--- src/design/hbp_pkg.sv ---
// Shared types and constants for the Huffman bit packer.
// Used by hbp_ctrl, hbp_datapath and huffman_bit_packer; depends on nothing.
package hbp_pkg;

    localparam int MAX_CODE_BITS_DEF = 32;
    localparam int BYTE_BITS         = 8;
    localparam int TABLE_DEPTH       = 256;
    localparam int SYM_W             = 8;
    localparam int LEN_W             = 6;
    localparam int WORD_W            = 32;
    localparam int MODE_W            = 2;
    localparam int IN_W              = MODE_W + SYM_W + WORD_W + LEN_W;

    typedef enum logic [MODE_W-1:0] {
        MODE_LOAD   = 2'd0,
        MODE_ENCODE = 2'd1,
        MODE_FLUSH  = 2'd2,
        MODE_NONE   = 2'd3
    } mode_t;

    // Commands from the controller to the datapath.
    typedef struct packed {
        logic load;    // write one table entry
        logic lookup;  // read the table entry of the item's symbol
        logic flush;   // move the pending bits into the byte window
        logic merge;   // merge the looked-up code behind the pending bits
        logic emit;    // send the top byte of the window
        logic finish;  // keep the leftover bits as the new pending bits
    } cmd_t;

    // Status from the datapath to the controller.
    typedef struct packed {
        logic byte_ready;  // at least one whole byte waits in the window
        logic out_free;    // the output register can take a byte this cycle
    } status_t;

endpackage

--- src/design/hbp_ctrl.sv ---
// Controller of the Huffman bit packer: sequences load, encode and flush
// items and the byte emission loop. Depends on hbp_pkg.
module hbp_ctrl
    import hbp_pkg::*;
(
    input  logic        clk,
    input  logic        rst_n,
    input  logic        s_tvalid,
    input  mode_t       mode,
    output logic        s_tready,
    output cmd_t        cmd,
    input  status_t     st
);

    typedef enum logic [1:0] {
        ST_IDLE,
        ST_MERGE,
        ST_EMIT
    } state_t;

    state_t state_reg;
    state_t state_next;
    logic   accept;

    assign s_tready = (state_reg == ST_IDLE);
    assign accept   = s_tvalid && s_tready;

    always_comb
    begin
        cmd        = '0;
        state_next = state_reg;
        case (state_reg)
            ST_IDLE:
            begin
                if (accept)
                begin
                    case (mode)
                        MODE_LOAD:
                        begin
                            cmd.load = 1'b1;
                        end
                        MODE_ENCODE:
                        begin
                            cmd.lookup = 1'b1;
                            state_next = ST_MERGE;
                        end
                        MODE_FLUSH:
                        begin
                            cmd.flush  = 1'b1;
                            state_next = ST_EMIT;
                        end
                        default:
                        begin
                        end
                    endcase
                end
            end
            ST_MERGE:
            begin
                cmd.merge  = 1'b1;
                state_next = ST_EMIT;
            end
            ST_EMIT:
            begin
                // Whole bytes leave one per cycle while the output register is free; the remainder stays pending.
                if (st.byte_ready)
                begin
                    cmd.emit = st.out_free;
                end
                else
                begin
                    cmd.finish = 1'b1;
                    state_next = ST_IDLE;
                end
            end
            default:
            begin
                state_next = ST_IDLE;
            end
        endcase
    end

    always_ff @(posedge clk or negedge rst_n)
    begin
        if (!rst_n)
        begin
            state_reg <= ST_IDLE;
        end
        else
        begin
            state_reg <= state_next;
        end
    end

endmodule

--- config.mk ---
export PLATFORM = sky130hd
export DESIGN_NAME = hbp_ctrl
export DESIGN_NICKNAME = d
export VERILOG_FILES = /design/src/design/hbp_pkg.sv /design/src/design/hbp_ctrl.sv
export SDC_FILE = /design/constraint.sdc
export NUM_CORES = 1
export LEC_CHECK = 0
export BUFFER_PORTS_ARGS = -buffer_cell sky130_fd_sc_hd__buf_4
export CORE_AREA = 2 2 39 41
export CTS_CLUSTER_DIAMETER = 120
export DETAILED_ROUTE_END_ITERATION = 12
export DIE_AREA = 0 0 41 43
export HOLD_SLACK_MARGIN = 0.02
export REMOVE_ABC_BUFFERS = 1
export SYNTH_ARGS = -nofsm -noshare
export SYNTH_HDL_FRONTEND = slang
export SYNTH_SLANG_ARGS = --single-unit
export TNS_END_PERCENT = 50
--- constraint.sdc ---
create_clock -name clk -period 1.2 [get_ports clk]
set_clock_uncertainty 0.15 [all_clocks]
set_input_delay 0.18 -clock clk [delete_from_list [all_inputs] [get_ports clk]]
set_output_delay 0.18 -clock clk [all_outputs]
set_load 0.1 [all_outputs]
# Yosys cells after proc, flatten, opt, wreduce, memory -nomap -nowiden
# Index checks and enable logic that the tools add are counted.
dict set report word_totals {
  regBits 2
  latchBits 0
  ram_bits 0
  rom_bits 0
  input_bits 7
  out_inout_bits 7
  elab_cells 25
  n_memories 0
}
dict set report classes {
  n_addsub 0
  mul 0
  div_mod_pow 0
  magnitude_cmp 0
  n_eq_ne 7
  shift 0
  muxes 13
  n_bitwise 0
  reduce_logical 4
}
# cell count
set ops {}
lappend ops {{$mux W1} 6}
lappend ops {{$mux W2} 3}
lappend ops {{$mux W3} 2}
lappend ops {{$pmux W2 S3} 1}
lappend ops {{$eq A2 B1 Y1 const B} 2}
lappend ops {{$eq A2 B2 Y1 const B} 2}
lappend ops {{$logic_not A2 Y1} 2}
lappend ops {{$pmux W2 S2} 1}
lappend ops {{$ne A3 B1 Y1 const B} 1}
lappend ops {{$reduce_and A3 Y1} 1}
lappend ops {{$ne A2 B1 Y1 const B} 1}
lappend ops {{$ne A2 B2 Y1 const B} 1}
lappend ops {{$logic_and A1 B1 Y1} 1}

# Depth between registers and ports, before layout
dict set report depth {
  depth_word 4
  ltp_mapped 2
  ltp_nobuf 2
}

# Worst setup path after synthesis
# No wires, ideal clock.
dict set report synth_path {
  path_kind {reg2out}
  from {register state_reg[0]}
  to {output port cmd[0] (netlist name)}
  arrival_ps 2664
  t_required_ps 870
  path_slack_ps -1794
  stages_incl_launch_ff 2
  n_path_buf 0
  cell_sequence {dfrtp_1 -> nor3b_1}
}
# item line
set synth_lines {}
lappend synth_lines {{start, declared} hbp_ctrl.sv:21} ;# state_t state_reg;
lappend synth_lines {{start signal, assigned} hbp_ctrl.sv:91} ;# state_reg <= state_next;
lappend synth_lines {{end, declared} hbp_ctrl.sv:11} ;# output cmd_t cmd,

==> metrics.txt <==
status=finished, violations left; Yosys Warn Count=0; Post-DP HPWL=394.5 µm; Iter 0 DRT Violations=5; max_cap viols=0; Final period util=1.316; Syn Inst Count=13; initial antenna violation count=0; post-synthesis cell type count=11; Die Ht=43 µm; setup TNS=-2.084 ns; Wirelength per Cell=10.85 µm; most frequent cells in the layout=8 x buf_4, 4 x buf_12, 3 x clkbuf_4, 3 x buf_6; DRC errors left=0; met2 usage=0.08750; Max Fclk=633.4 MHz; failing checks=negative setup slack; Max-slew headroom=0.8423; CORE AREA=1384 µm²; Peak VDD IR=0.7955 mV; FF+latch count, synth=2; # fillers=147; element type at the critical path end=primary output; Layout Utilization=0.2848; met1 usage=0.08013; global routing usage on met3=0.06283; Final Hold Fails=0; Syn Area/Cell=12.13 µm²; Die ar.=1763 µm²; ANT cells=0; crit path kind=flop to primary output; area of the multi-input gates=115.1 µm²; DP Cell Count=43; I/O pins=14; drt total wl=521 µm; TritonRoute pass-1 iters=4; crit start category=flop; Inserted Clock Buffers=3; Worst Tran Pin Value=0.2348 ns; row cnt=14; H-tree levels=1; CTS clk-pin slew, worst paths=0.03 ns; arrival time worst endpoint=1.25 ns; Clock Latency Late Sink=0.22 ns; PortBufs=13; final std cells w/o fill=48; PwrDens=2411 nW/µm²; fraction of final layout cells sized beyond drive strength 1=0.7813; sequential standard cell area=52.55 µm²; post-layout minimum cycle time=1.579 ns; RSZ-0062 raised after global routing=yes; placer congestion estimate=0.6199; Most Crowded Layer GR=met2; worst-case clock buffer depth=2; Root Buffer=clkbuf_4; vias in the first global route=199; P&R area growth vs syn=150.0%; flip-flop count of the largest register after layout=2; All-Layer GR Usage=0.07723; Congestion Overflow GR=0; post-synthesis cell area=157.7 µm²; largest net degree at the start of global routing=7; Chip Width=41 µm; # setup viols final=7; worst min path class=input pin to flop; critical path fanouts, max=5; via count=192; CTS tree=built; CTS Sinks=2; Nets=41; Leak=0.1812 nW; Initial Util=0.1139; Seq/Total Area, Yosys=0.3175; Critical Path RT=0.87 ns; Tot Pwr=950.3 µW; post-route ant nets=0; final setup margin=-0.3787 ns; commonest non-fill, non-tap cell in the layout=buf_4; Final Max Tran Viols=0; first-pass GRT wire length=807 µm; vias per cell=4.000
## report_power, final
part	leakage [nW]	internal (mW)	switching (mW)	total (mW)
Clock	0.0138	0.110	0.0371	0.147
Combinational	0.144	0.258	0.421	0.678
Sequential	0.0231	0.0916	0.0329	0.125
Total	0.181	0.460	0.491	0.950
## stage by stage
step                cell area, µm²  hold slack, ns  setup slack (ns)
floorplan                    157.7         -0.2656            -1.794
global placement             282.8         -0.1848           -0.1927
detailed placement           282.8         -0.1836           -0.2198
CTS                          375.4          0.1007           -0.4029
global route                 394.1          0.1134           -0.4528
finish                       394.1          0.1055           -0.3787
## final cells by class
class	instances	share of cell area
clock buffers	3	0.05714
multi-input cells	11	0.2921
repair buffers	16	0.4667
flip-flops and latches	2	0.1333
well taps	16	0.05079
## Yosys cell counts
cell type	instances	area, µm²
and4b_2	1	11.26
nor4bb_4	1	25.02
dfrtp_1	2	50.05
nand3b_1	1	7.510
nor2b_1	1	6.260
nor2_4	1	11.26
nor3b_1	1	7.510
a22oi_1	1	7.510
nand2b_1	1	6.260
and4b_1	2	20.02
nor3_1	1	5.000
## critical path, cell delays in order, from the launching register on
cell      delay (ns)
dfrtp_2         0.43
nor2_4          0.13
nor4bb_4        0.21
buf_6           0.26
## logic make-up after synthesis
logic type         share of synthesized area
and+or+nand+nor                       0.6349
AOI/OAI and AO/OA                    0.04764
DFF                                   0.3175
## layer usage
| metal | vias to the layer above | part of all wire |
|---|---|---|
| met1 | 85 | 0.41 |
| met4 | 0 | 0 |
| met5 | - | 0 |
| met2 | 14 | 0.40 |
| met3 | 0 | 0.19 |
| li1 | 93 | - |
## path summary, 6_finish.rpt
path | end | start | cells after the start | slack [ns]
hold reg to reg | state_reg[1] | state_reg[1] | 1 | 0.38
setup reg to reg | state_reg[0] | state_reg[1] | 3 | 0.09
setup / recovery | cmd[5] | state_reg[1] | 3 | -0.38
hold / removal | state_reg[1] | st[1] | 3 | 0.11
max in group asynchronous | state_reg[1] | rst_n | 2 | 0.66
min in group asynchronous | state_reg[0] | rst_n | 2 | 0.13
## timing repair
action	CTS	global route
resized for setup	16	3
endpoints found under the setup margin	7	7
hold buffers	1	0
pin swaps	3	1
endpoints found under the hold margin	2	0
setup buffers	0	1
Power figures use the tool's default switching activity.
